**config.mk**
```make
export PLATFORM = sky130hd
export DESIGN_NAME = tcw_front
export DESIGN_NICKNAME = d
export VERILOG_FILES = /design/src/rtl/core/tcw_pkg.sv /design/src/rtl/core/tcw_front.sv
export SDC_FILE = /design/constraint.sdc
export NUM_CORES = 1
export LEC_CHECK = 0
export ABC_AREA = 1
export BUFFER_PORTS_ARGS = -buffer_cell sky130_fd_sc_hd__clkbuf_2
export CORE_MARGIN = 3
export CORE_UTILIZATION = 31
export DETAILED_ROUTE_END_ITERATION = 12
export GPL_TIMING_DRIVEN = 0
export PLACE_DENSITY_LB_ADDON = 0.12
export SLEW_MARGIN = 40
export SYNTH_ARGS = -nofsm -noshare
export SYNTH_HDL_FRONTEND = slang
export SYNTH_SLANG_ARGS = --single-unit
```
**constraint.sdc**
```tcl
create_clock -name vclk -period 0.95
set_clock_uncertainty 0.1 [all_clocks]
set_input_delay 0.095 -clock vclk [all_inputs]
set_output_delay 0.095 -clock vclk [all_outputs]
set_load 0.02 [all_outputs]
```
**src/rtl/core/tcw_pkg.sv**
```systemverilog
// ----------------------------------------------------------------------------
// tcw_pkg
// Shared constants, command types and helpers for the text console writer.
// ----------------------------------------------------------------------------
package tcw_pkg;

    localparam int COLUMNS    = 80;
    localparam int ROWS       = 25;
    localparam int CELL_COUNT = COLUMNS * ROWS;

    localparam int COL_W  = $clog2(COLUMNS + 1);
    localparam int ROW_W  = $clog2(ROWS + 1);
    localparam int CX_W   = COL_W + 1;
    localparam int RX_W   = ROW_W + 1;
    localparam int ADDR_W = $clog2(CELL_COUNT);
    localparam int CNT_W  = $clog2(CELL_COUNT + 1);
    localparam int FLAT_W = $clog2((ROWS + 1) * COLUMNS + 1);
    localparam int WIDE_W = (FLAT_W > 12) ? FLAT_W : 12;

    localparam int CMD_DEPTH = 4;
    localparam int CMD_PTR_W = $clog2(CMD_DEPTH);

    localparam int TAB_STOP = 8;

    localparam logic [1:0] OP_PUT   = 2'd0;
    localparam logic [1:0] OP_MOVE  = 2'd1;
    localparam logic [1:0] OP_CLEAR = 2'd2;
    localparam logic [1:0] OP_READ  = 2'd3;

    localparam logic [7:0] CH_BS       = 8'h08;
    localparam logic [7:0] CH_TAB      = 8'h09;
    localparam logic [7:0] CH_LF       = 8'h0A;
    localparam logic [7:0] CH_CR       = 8'h0D;
    localparam logic [7:0] PRINT_FIRST = 8'h20;
    localparam logic [7:0] PRINT_LAST  = 8'h7F;
    localparam logic [7:0] BLANK_CHAR  = 8'h20;

    localparam logic [15:0] ATTR_MASK = 16'hFF00;

    localparam logic REG_BACKGROUND = 1'b0;
    localparam logic REG_FOREGROUND = 1'b1;

    typedef enum logic [3:0] {
        CMD_PRINT,
        CMD_BS,
        CMD_TAB,
        CMD_CR,
        CMD_LF,
        CMD_IGNORE,
        CMD_MOVE,
        CMD_CLEAR,
        CMD_READ
    } cmd_kind_t;

    typedef struct packed {
        cmd_kind_t         kind;
        logic [7:0]        code;
        logic [COL_W-1:0]  col;
        logic [ROW_W-1:0]  row;
        logic [10:0]       cell_index;
    } cmd_t;

    function automatic logic [WIDE_W-1:0] flat_of(input logic [ROW_W-1:0] row,
                                                  input logic [COL_W-1:0] col);
        return WIDE_W'(row) * WIDE_W'(COLUMNS) + WIDE_W'(col);
    endfunction

endpackage

```
**src/rtl/core/tcw_front.sv**
```systemverilog
// ----------------------------------------------------------------------------
// tcw_front
// Decodes incoming items into commands and clamps cursor moves.
// ----------------------------------------------------------------------------
module tcw_front (
    input  logic                      push,
    input  logic [1:0]                operation,
    input  logic [7:0]                char_code,
    input  logic [7:0]                cursor_col,
    input  logic [7:0]                cursor_row,
    input  logic [10:0]               cell_index,
    input  logic                      queue_full,
    output logic                      full,
    output logic                      cmd_push,
    output tcw_pkg::cmd_t             cmd
);

    tcw_pkg::cmd_kind_t char_kind;

    always_comb
    begin
        unique case (char_code) inside
            tcw_pkg::CH_BS:                               char_kind = tcw_pkg::CMD_BS;
            tcw_pkg::CH_TAB:                              char_kind = tcw_pkg::CMD_TAB;
            tcw_pkg::CH_CR:                               char_kind = tcw_pkg::CMD_CR;
            tcw_pkg::CH_LF:                               char_kind = tcw_pkg::CMD_LF;
            [tcw_pkg::PRINT_FIRST:tcw_pkg::PRINT_LAST]:  char_kind = tcw_pkg::CMD_PRINT;
            default:                                      char_kind = tcw_pkg::CMD_IGNORE;
        endcase
    end

    always_comb
    begin
        cmd.code       = char_code;
        cmd.cell_index = cell_index;
        cmd.col        = ({1'b0, cursor_col} < 9'(tcw_pkg::COLUMNS))
                         ? tcw_pkg::COL_W'(cursor_col) : tcw_pkg::COL_W'(tcw_pkg::COLUMNS);
        cmd.row        = ({1'b0, cursor_row} < 9'(tcw_pkg::ROWS))
                         ? tcw_pkg::ROW_W'(cursor_row) : tcw_pkg::ROW_W'(tcw_pkg::ROWS);
        unique case (operation)
            tcw_pkg::OP_PUT:   cmd.kind = char_kind;
            tcw_pkg::OP_MOVE:  cmd.kind = tcw_pkg::CMD_MOVE;
            tcw_pkg::OP_CLEAR: cmd.kind = tcw_pkg::CMD_CLEAR;
            tcw_pkg::OP_READ:  cmd.kind = tcw_pkg::CMD_READ;
            default:           cmd.kind = tcw_pkg::CMD_IGNORE;
        endcase
    end

    assign full     = queue_full;
    assign cmd_push = push && !queue_full;

endmodule

```
Word level (Yosys, flattened, before mapping)
Index checks and enable logic that the tools add are counted.

cells by class
  $lt $le $gt $ge = 4
  equality and inequality tests = 7
  multiplexer cells = 4
  reduce and logical (&&, ||, !) cells = 4

operators by type and width
  operator              count
  $eq A8 B4 Y1 const B  4
  $pmux W4 S4           1
  $pmux W3 S5           1
  $ge A8 B6 Y1 const B  1
  $le A8 B7 Y1 const B  1
  $lt A8 B5 Y1 const B  1
  $lt A8 B7 Y1 const B  1
  $mux W7               1
  $mux W5               1
  $eq A2 B2 Y1 const B  2
  $eq A2 B1 Y1 const B  1
  $logic_and A1 B1 Y1   2
  $logic_not A2 Y1      1
  $logic_not A1 Y1      1

word-level totals
  register bits after elaboration = 0
  input bits = 39
  output and inout port bits = 37
  word-level logic and storage cells = 19

Longest topological paths before layout
  depth in word-level cells = 4
  gate-level depth with buffers = 8
  gate-level depth less buffers = 8

Worst setup path before layout
OpenSTA, ideal clock, no wires.

  path kind = in2out
  from = input char_code[4]
  to = output cmd[31] (netlist name)
  arrival = 851 ps
  data required time = 755 ps
  setup slack = -96 ps
  stages = 7
  buffers on the path = 0
  cells stage by stage = nor2_1 nand2_1 nor2_1 nand2_1 nand3_1 nor2_1 nor2_1

RTL lines
  item         RTL line         text
  from (decl)  tcw_front.sv:8   input logic [7:0] char_code,
  to (decl)    tcw_front.sv:15  output tcw_pkg::cmd_t cmd

==> reports/qor.csv <==
stage,metric,value,unit
setup_path,crit path cell chain,"buf_6, nor2_4, inv_1, or2_0, inv_2, nand2_4, or2_4, buf_8",
sta,final setup fails,8,
final_layout,share of layout cells above drive strength 1,0.753,
worst_hold_path,hold crit path type,primary input to output port,
status,failing checks,setup timing,
yosys,Netlist Area Pre-Place,499,sq um
setup_path,CP Capture Type,output port,
global_route,first-pass GRT wire length,2.30,mm
detailed_routing,Vias/cell,4.30,
floorplan,Ports,76,
floorplan,full die area,0.00213,sq mm
global_route,largest net degree at the start of global routing,6,
yosys,post-synthesis compound-gate area fraction,0.0501,
detailed_routing,initial DRC count,5,
yosys,Synth Area in Simple Gates,0.409,
cts,CTS Hold Bufs,0,
final_layout,antenna cell count,0,
yosys,sequential area share after synthesis,0,
yosys,Post-Syn Instances,97,
placed_design,GP Congestion,0.657,
detailed_routing,DRC Markers,0,
setup_path,CP Max Fanout,4,
setup_path,slowest cell on the critical path,or2_4,
global_route,All-Layer GR Usage,0.136,
floorplan,Die X-Extent,46.1,um
yosys,largest family of logic cells by synthesized area,buffers and inverters,
yosys,synth top area cells,"buf_4, nor2_1, inv_1, nand2_1, ha_1",
final_layout,synthesis-to-finish area growth,124,%
setup_path,Worst Setup SP,cursor_row[6],
setup_path,Critical Path AT,1010,ps
final_layout,fin util,0.801,
detailed_routing,"wirelength, routed",1.82,mm
setup_path,crit path buf inv count,4,
final_layout,# clk buffers,0,
sta,Peak Freq,830,MHz
placed_design,hpwl dp,1.32,mm
sta,worst slew pin tran,170,ps
sta,pins over their slew limit,0,
yosys,mux share of post-synthesis cell area,0,
status,status,finished with violations,
yosys,Post-Synth XOR/XNOR Area,0,
sta,Relative slew margins,0.886,
floorplan,core area,0.00140,sq mm
floorplan,initial core utilization,0.357,
floorplan,chip height,46.1,um
setup_path,Worst setup SP type,primary input,
sta,worst setup margin,-255,ps
yosys,Ys Warns,0,
final_layout,Finished Layout Cells,181,
placed_design,placed cell area,856,sq um
sta,setup TNS,-1510,ps
yosys,top-area cell type share of the netlist area,0.301,
power_and_ir_drop,worst vdd rail ir drop,315,uV
placed_design,Port-buffer cells,65,
sta,Final period util,1.27,
job,max-cap violations,0,
power_and_ir_drop,Pleak,0.000680,uW
detailed_routing,wire per inst,10.1,um
final_layout,fillers,110,
global_route,vias in the first global route,657,
setup_path,crit-path max cell delay,230,ps
yosys,Yosys cell types,13,
setup_path,crit path kind,primary input to output port,
setup_path,required time of the critical path,750,ps
power_and_ir_drop,PwrDens,472,mW/mm^2
sta,Final min period,1210,ps
floorplan,row count,13,
setup_path,Critical path destination,cmd[15],
detailed_routing,DRT antenna net count,0,
placed_design,Inst Count DP,177,
final_layout,Seq Cell Count,0,
final_layout,Final Instance Area,0.00112,sq mm
setup_path,kind of cell adding the most delay to the critical path,simple AND/OR/NAND/NOR gates,
worst_hold_path,Worst Min Path Start,cell_index[2],
final_layout,register area,0,sq um
sta,RSZ-0062 raised after global routing,yes,
sta,Min Hold Slack,314,ps
yosys,synth cell count leaders,"nor2_1, buf_4, inv_1",
detailed_routing,vias,779,
final_layout,fin nets,210,
yosys,Yosys top cell by area,buf_4,
global_route,initial antenna violation count,0,
detailed_routing,DRT Pass-1 Iters,3,
yosys,fraction of the mapped netlist area in adder cells,0.0752,
yosys,most common cell in the netlist,nor2_1,
sta,Fin. Hold Viols,0,
yosys,"Avg Cell Area, Syn",5.15,sq um
setup_path,Crit path depth,8,
yosys,syn nets,139,
global_route,GRT Residual Overflow,0,
[per-layer routing]
layer,global-route usage,vias up,wire (um)
met5,0,-,0
met1,0.131,323,532
met4,0,0,14
met2,0.313,49,1020
met3,0.00391,2,251
li1,-,405,-
[through the flow]
stage	setup slack [ps]	total power, uW
2_1_floorplan	-41.8	259
3_3_place_gp	-269	405
3_5_place_dp	-288	411
4_1_cts	-284	454
5_1_grt	-305	572
6_report	-255	529
[worst min-delay path by stage]
stage / endpoint / slack (ps) / cells after the start
final: cmd[2] / 310 / 2
after global routing: cmd[1] / 320 / 2
after CTS: cmd[2] / 320 / 2
after detailed placement: cmd[2] / 320 / 2
after global placement: cmd[0] / 320 / 2
after floorplan: cmd_push / 170 / 1
[where the power goes]
group	internal, uW	switching [uW]
Sequential	0	0
Clock	0	0
Combinational	251	278
[repair_timing]
action | in CTS | in global routing
setup buffers | 2 | 2
cloned | 0 | 0
pin swaps | 7 | 16
resized for setup | 22 | 55
setup endpoints to repair | 9 | 9
[cell families (layout without fill, tap and decap cells)]
kind of cell,Yosys count,after routing
compound gates,4,4
fa+ha+maj,3,3
buf+inv,42,111
simple gates,48,48
[final cells by class]
cell class	count	area [sq um]	area share
well taps	15	18.8	0.0168
repair buffers	69	448	0.400
inverters	22	85.1	0.0760
plain buffers	20	150	0.134
multi-input cells	55	418	0.373
[placed cells by master, fill, tap and decap left out, drive strengths merged]
master,count
ha,3
o21bai,2
inv,22
clkbuf,52
nor2,22
o21ai,2
buf,37
or2,4
nand2,17
nand3,5
No activity file was read; power rests on OpenSTA's default activity.
