$ cat config.mk
export PLATFORM = sky130hd
export DESIGN_NAME = tcw_cmd_fifo
export DESIGN_NICKNAME = d
export VERILOG_FILES = /design/src/rtl/core/tcw_pkg.sv /design/src/rtl/core/tcw_cmd_fifo.sv
export SDC_FILE = /design/constraint.sdc
export NUM_CORES = 1
export LEC_CHECK = 0
export BUFFER_PORTS_ARGS = -buffer_cell sky130_fd_sc_hd__buf_2
export CAP_MARGIN = 20
export CORE_ASPECT_RATIO = 0.7
export CORE_MARGIN = 1.5
export CORE_UTILIZATION = 40
export CTS_BUF_LIST = sky130_fd_sc_hd__clkbuf_8
export CTS_CLUSTER_SIZE = 24
export DETAILED_ROUTE_END_ITERATION = 8
export PLACE_DENSITY_LB_ADDON = 0.3
export SLEW_MARGIN = 0
export SYNTH_ARGS = -nofsm -noshare
export SYNTH_HDL_FRONTEND = slang
export SYNTH_SLANG_ARGS = --single-unit
$ cat constraint.sdc
create_clock -name clk -period 2.55 [get_ports clk]
set_clock_uncertainty 0.2 [all_clocks]
set_input_delay 0.255 -clock clk [delete_from_list [all_inputs] [get_ports clk]]
set_output_delay 0.255 -clock clk [all_outputs]
set_load 0.005 [all_outputs]
$ cat src/rtl/core/tcw_pkg.sv
// ----------------------------------------------------------------------------
// tcw_pkg
// Shared constants, command types and helpers for the text console writer.
// ----------------------------------------------------------------------------
package tcw_pkg;

    localparam int COLUMNS    = 80;
    localparam int ROWS       = 25;
    localparam int CELL_COUNT = COLUMNS * ROWS;

    localparam int COL_W  = $clog2(COLUMNS + 1);
    localparam int ROW_W  = $clog2(ROWS + 1);
    localparam int CX_W   = COL_W + 1;
    localparam int RX_W   = ROW_W + 1;
    localparam int ADDR_W = $clog2(CELL_COUNT);
    localparam int CNT_W  = $clog2(CELL_COUNT + 1);
    localparam int FLAT_W = $clog2((ROWS + 1) * COLUMNS + 1);
    localparam int WIDE_W = (FLAT_W > 12) ? FLAT_W : 12;

    localparam int CMD_DEPTH = 4;
    localparam int CMD_PTR_W = $clog2(CMD_DEPTH);

    localparam int TAB_STOP = 8;

    localparam logic [1:0] OP_PUT   = 2'd0;
    localparam logic [1:0] OP_MOVE  = 2'd1;
    localparam logic [1:0] OP_CLEAR = 2'd2;
    localparam logic [1:0] OP_READ  = 2'd3;

    localparam logic [7:0] CH_BS       = 8'h08;
    localparam logic [7:0] CH_TAB      = 8'h09;
    localparam logic [7:0] CH_LF       = 8'h0A;
    localparam logic [7:0] CH_CR       = 8'h0D;
    localparam logic [7:0] PRINT_FIRST = 8'h20;
    localparam logic [7:0] PRINT_LAST  = 8'h7F;
    localparam logic [7:0] BLANK_CHAR  = 8'h20;

    localparam logic [15:0] ATTR_MASK = 16'hFF00;

    localparam logic REG_BACKGROUND = 1'b0;
    localparam logic REG_FOREGROUND = 1'b1;

    typedef enum logic [3:0] {
        CMD_PRINT,
        CMD_BS,
        CMD_TAB,
        CMD_CR,
        CMD_LF,
        CMD_IGNORE,
        CMD_MOVE,
        CMD_CLEAR,
        CMD_READ
    } cmd_kind_t;

    typedef struct packed {
        cmd_kind_t         kind;
        logic [7:0]        code;
        logic [COL_W-1:0]  col;
        logic [ROW_W-1:0]  row;
        logic [10:0]       cell_index;
    } cmd_t;

    function automatic logic [WIDE_W-1:0] flat_of(input logic [ROW_W-1:0] row,
                                                  input logic [COL_W-1:0] col);
        return WIDE_W'(row) * WIDE_W'(COLUMNS) + WIDE_W'(col);
    endfunction

endpackage

$ cat src/rtl/core/tcw_cmd_fifo.sv
// ----------------------------------------------------------------------------
// tcw_cmd_fifo
// Short command queue between the decoder and the screen engine.
// ----------------------------------------------------------------------------
module tcw_cmd_fifo (
    input  logic           clk,
    input  logic           rst_n,
    input  logic           wr_en,
    input  tcw_pkg::cmd_t  wr_data,
    output logic           full,
    input  logic           rd_en,
    output tcw_pkg::cmd_t  rd_data,
    output logic           empty
);

    tcw_pkg::cmd_t                    slots_reg [tcw_pkg::CMD_DEPTH];
    logic [tcw_pkg::CMD_PTR_W-1:0]    wr_ptr_reg, wr_ptr_next;
    logic [tcw_pkg::CMD_PTR_W-1:0]    rd_ptr_reg, rd_ptr_next;
    logic [tcw_pkg::CMD_PTR_W:0]      count_reg, count_next;
    logic                             do_wr, do_rd;

    assign full    = (count_reg == (tcw_pkg::CMD_PTR_W+1)'(tcw_pkg::CMD_DEPTH));
    assign empty   = (count_reg == '0);
    assign do_wr   = wr_en && !full;
    assign do_rd   = rd_en && !empty;
    assign rd_data = slots_reg[rd_ptr_reg];

    always_comb
    begin
        wr_ptr_next = wr_ptr_reg;
        rd_ptr_next = rd_ptr_reg;
        count_next  = count_reg;
        if (do_wr)
        begin
            wr_ptr_next = (wr_ptr_reg == tcw_pkg::CMD_PTR_W'(tcw_pkg::CMD_DEPTH - 1))
                          ? '0 : wr_ptr_reg + tcw_pkg::CMD_PTR_W'(1);
        end
        if (do_rd)
        begin
            rd_ptr_next = (rd_ptr_reg == tcw_pkg::CMD_PTR_W'(tcw_pkg::CMD_DEPTH - 1))
                          ? '0 : rd_ptr_reg + tcw_pkg::CMD_PTR_W'(1);
        end
        if (do_wr && !do_rd)
        begin
            count_next = count_reg + (tcw_pkg::CMD_PTR_W+1)'(1);
        end
        else if (do_rd && !do_wr)
        begin
            count_next = count_reg - (tcw_pkg::CMD_PTR_W+1)'(1);
        end
    end

    always_ff @(posedge clk or negedge rst_n)
    begin
        if (!rst_n)
        begin
            wr_ptr_reg <= '0;
            rd_ptr_reg <= '0;
            count_reg  <= '0;
        end
        else
        begin
            wr_ptr_reg <= wr_ptr_next;
            rd_ptr_reg <= rd_ptr_next;
            count_reg  <= count_next;
        end
    end

    always_ff @(posedge clk)
    begin
        if (do_wr)
        begin
            slots_reg[wr_ptr_reg] <= wr_data;
        end
    end

endmodule

After elaboration in Yosys (flattened, before gate mapping) --
Memory sizes are Yosys's and may differ from the RTL's. Index checks and enable logic that the tools add are counted.
Storage, ports and cells: bits in registers 7, bits in writable memories 140, output and inout port bits 37, word-level logic and storage cells 27, memories 1
Memory list:
- slots_reg | words 4, width 35, rd ports 1, clocked after memory_dff 0, wr ports 1, line tcw_cmd_fifo.sv:16 | tcw_pkg::cmd_t slots_reg [tcw_pkg::CMD_DEPTH];
Operators by class: $add $sub $neg 4, equal/unequal tests 3, muxes and demuxes 6, reduce and logical (&&, ||, !) cells 10
Operator list (count):
- two-way mux 3 bit | 2
- adder 2 x 1 -> 2 bit, second input constant | 2
- == test 2 bit, second input constant | 2
- logical AND 1 bit | 4
- zero test 1 bit | 4
- two-way mux 2 bit | 2
- adder 3 x 1 -> 3 bit, second input constant | 1
- == test 3 bit, second input constant | 1
- zero test 3 bit | 1
- subtractor 3 x 1 -> 3 bit, second input constant | 1
- two-way mux 1 bit | 2
- nonzero test 2 bit | 1

Logic depth before layout (Yosys ltp) --
depth after elaboration 7, gate-level depth with buffers 9, depth with buffers taken out 8

Worst setup path after synthesis --
Ideal clock, no wire load.
path type register -> register, start point reg count_reg[2] (netlist bit), end point mem slots_reg[0][0] (netlist bit) (enable), library setup time 396 ps, arrival 1717 ps, required time 1954 ps, slack 238 ps, stages on the path, launching flop included 5, path buffers 1, period minus slack after synthesis 2312 ps, cell sequence dfrtp_1 > nor3b_2 > nor2b_1 > buf_2 > and2_1
Between the ends: longest elaborated chain between the ends 5
Ends and longest elaborated chain:
- start: declaration | line tcw_cmd_fifo.sv:19 | logic [tcw_pkg::CMD_PTR_W:0] count_reg, count_next;
- start signal: assignment | line tcw_cmd_fifo.sv:65 | count_reg <= count_next;
- == test 3 bit | line tcw_cmd_fifo.sv:22 | assign full = (count_reg == (tcw_pkg::CMD_PTR_W+1)'(tcw_pkg::CMD_DEPTH));
- net full | line tcw_cmd_fifo.sv:10 | output logic full,
- zero test 1 bit | line tcw_cmd_fifo.sv:24 | assign do_wr = wr_en && !full;
- logical AND 1 bit | line tcw_cmd_fifo.sv:24
- net do_wr | line tcw_cmd_fifo.sv:20 | logic do_wr, do_rd;
- two-way mux 1 bit | line tcw_cmd_fifo.sv:71 | if (do_wr)
- two-way mux 1 bit (implied by the code) | line tcw_cmd_fifo.sv:73 | slots_reg[wr_ptr_reg] <= wr_data;
- end: declaration | line tcw_cmd_fifo.sv:16
The timed path passes the listed nets, and every way through them passes these cells.

==> results.txt <==
Outcome = completed
Crit-path slowest cell = dfrtp_2
Die Height = 101 um
DRC errors left = 0
Final hold vios = 0
Global-route wire length before repair = 15300 um
Clk pin slew, worst setup/hold paths = 0.08 ns
Antenna-violating nets left = 0
Via count = 2638
Highest clock rate = 425 MHz
# rows = 35
Global placement routability congestion = 0.666
Crit path max-delay family = flip-flops
Syn Std Cell Area = 0.00549 mm2
Met2 WL = 4710 um
Critical path capture point type = output port
Met3 WL = 443 um
Num CTS Buffers = 17
Critical path buffers and inverters = 2
Syn nets = 266
Drt via density = 4.77
Clk sinks = 147
Sum Neg Setup Slack = 0 ns
CTS tree = built
Post-Route Utilization = 52.4%
Initial DRT Pass Iterations = 4
Area of the die = 0.0145 mm2
Yosys top cell area share = 76.5%
Max FFs per register = 140
Max-slew violation count = 0
Slew @ Worst Pin = 0.561 ns
Yosys top cell by area = edfxtp_1
Clock root buffer = clkbuf_8
Worst-path fanout max = 19
Routed wire per std cell = 17.6 um
Max Used Layer = met4
Reg area = 0.00438 mm2
Metal-1 WL = 4460 um
Core Region = 0.0133 mm2
Startpoint types = flop
DP HPWL = 5720 um
Vias in the first global route = 2833
Max Cap Viol = 0
Crit-path cells = buf_12 > mux4_2 > buf_2
Antenna violations before repair = 0
Synth warn = 0
Wirelength, routed = 9720 um
Clock period minus worst slack = 2.35 ns
Final setup fails = 0
H-tree levels = 4
GRT Resource Usage Total = 14.9%
Crit path launch = rd_ptr_reg[1]
Synth unique cells = 21
Clock Path Buffers = 2
RSZ-0062 raised after global routing = false
PwrDens = 1050 mW/mm2
Hold slack = 0.202 ns
CP peak stage delay = 0.73 ns
I/O Pins = 76
Hold_sp = wr_en
# diodes = 0
Hold Crit Class = primary input to flop
Synth top area cells = edfxtp_1 77%, mux4_2 14%, dfrtp_1 3.2%, ha_1 1.4%, buf_4 0.55%
Post-synthesis sequential area ratio = 79.7%
Largest net degree at the start of global routing = 21
Fin crit share = 92.2%
Filler cells = 1064
Slack of the worst reg-to-reg path = 0.29 ns
Fin nets = 401
Skew-Pair Late Insertion Delay = 0.42 ns
Launch point of the worst reg-to-reg path = count_reg[0]
Grt ovf = 0
FF+latch count, synth = 147
Layout cells sized above 1 = 44.0%
Area grow syn2layout = 26.7%
Relative slew slack = 62.6%
Worst VDD drop = 455 uV
Mapped Cells = 220
Multi-input logic area = 0.00105 mm2
Avg Cell Area, Syn = 25.0 um2
Setup CP Type = flop to output port
Initial Util = 41.4%
Crit path DAT = 1.90 ns
Die width = 143 um
Starting DRT DRC Count = 123
IO buf count = 75
Leak = 2.44 nW
CP Data Required Time = 2.10 ns
==> final cells by class <==
type	instances	share of cell area [%]
multi-input combinational	61	15.1
clock buffer	17	3.36
inverter	3	0.162
clock inverter	15	2.43
sequential	147	63.0
timing repair buffer	125	12.7
tap	185	3.33
==> worst min-delay path, stage by stage <==
cell     delay, ns
buf_2         0.07
nor2b_1       0.17
ha_1          0.22
xnor2_1       0.07
==> final timing paths <==
kind	end	cells after the start
max	rd_data[17]	3
min	count_reg[0]	4
max reg2reg	count_reg[2]	7
min reg2reg	count_reg[2]	1
max in group asynchronous	rd_ptr_reg[0]	3
min in group asynchronous	count_reg[0]	3
==> repair_timing <==
action / 4_1_cts / 5_1_grt
hold buffers: 38 / 0
gates resized for setup: 0 / 0
setup endpoints to repair: 0 / 0
setup buffers: 0 / 0
endpoints found under the hold margin: 149 / 0
==> per-stage QoR <==
| step | total power [W] | cell area, um2 | cells | setup WS, ns |
|---|---|---|---|---|
| global placement | 0.00556 | 6180 | 483 | 0.346 |
| finish | 0.00734 | 6960 | 553 | 0.198 |
| floorplan | 0.00473 | 5490 | 220 | 0.238 |
| CTS | 0.00746 | 6960 | 553 | 0.148 |
| global route | 0.00776 | 6960 | 553 | 0.0950 |
| detailed placement | 0.00560 | 6180 | 483 | 0.266 |
==> routing by layer <==
metal | up-vias | global-route usage [%]
li1 | 1195 | -
met1 | 1364 | 19.2
met2 | 68 | 23.9
met3 | 11 | 4.56
met4 | 0 | 5.47
met5 | - | 0
==> synthesized netlist by cell type <==
master	instances
mux4_2	35
dfrtp_1	7
a21o_1	1
mux2_4	2
nor3b_2	1
o31ai_2	1
inv_1	3
edfxtp_1	140
mux2_2	2
buf_6	1
buf_2	2
and2_1	4
xor2_1	2
buf_4	4
xnor2_1	1
nor2_1	2
fa_1	1
ha_1	6
clkbuf_1	2
nor3_1	2
nor2b_1	1
==> cell families (layout without fill, tap and decap cells) <==
family                   Yosys count  in the layout  synth area share [%]
adder cells (fa/ha/maj)            7              7                  1.73
AO/OA/AOI/OAI                      2              2                 0.364
multiplexers                      39             39                  15.3
AND/OR/NAND/NOR                   10             10                  1.12
buffers and inverters             12            160                  1.28
XOR/XNOR                           3              3                 0.478
flip-flops                       147            147                  79.7
==> layout by cell type, fill, tap and decap left out <==
| cell | n |
|---|---|
| clkinv_4 | 2 |
| mux2_4 | 2 |
| xnor2_1 | 1 |
| clkbuf_8 | 17 |
| nor3_1 | 2 |
| buf_4 | 9 |
| nor3b_2 | 1 |
| clkinvlp_4 | 5 |
| a21o_1 | 1 |
| nor2_1 | 2 |
| mux2_2 | 2 |
| dlygate4sd3_1 | 38 |
| buf_2 | 75 |
| dfrtp_1 | 5 |
| o31ai_2 | 1 |
| bufinv_16 | 3 |
| nor2b_1 | 1 |
| mux4_2 | 35 |
| clkinv_1 | 1 |
| and2_2 | 4 |
| edfxtp_1 | 140 |
| dfrtp_2 | 2 |
| xor2_1 | 2 |
| buf_12 | 3 |
| inv_1 | 6 |
| ha_1 | 6 |
| inv_6 | 1 |
| fa_1 | 1 |
==> power by group <==
part	leakage (nW)	switching [W]	internal, W
Clock	0.196	0.000841	0.000958
Sequential	1.36	0.000220	0.00319
Combinational	0.884	0.000991	0.00113
Total	2.44	0.00205	0.00528
Note: power is estimated with default switching activity, not from simulation.
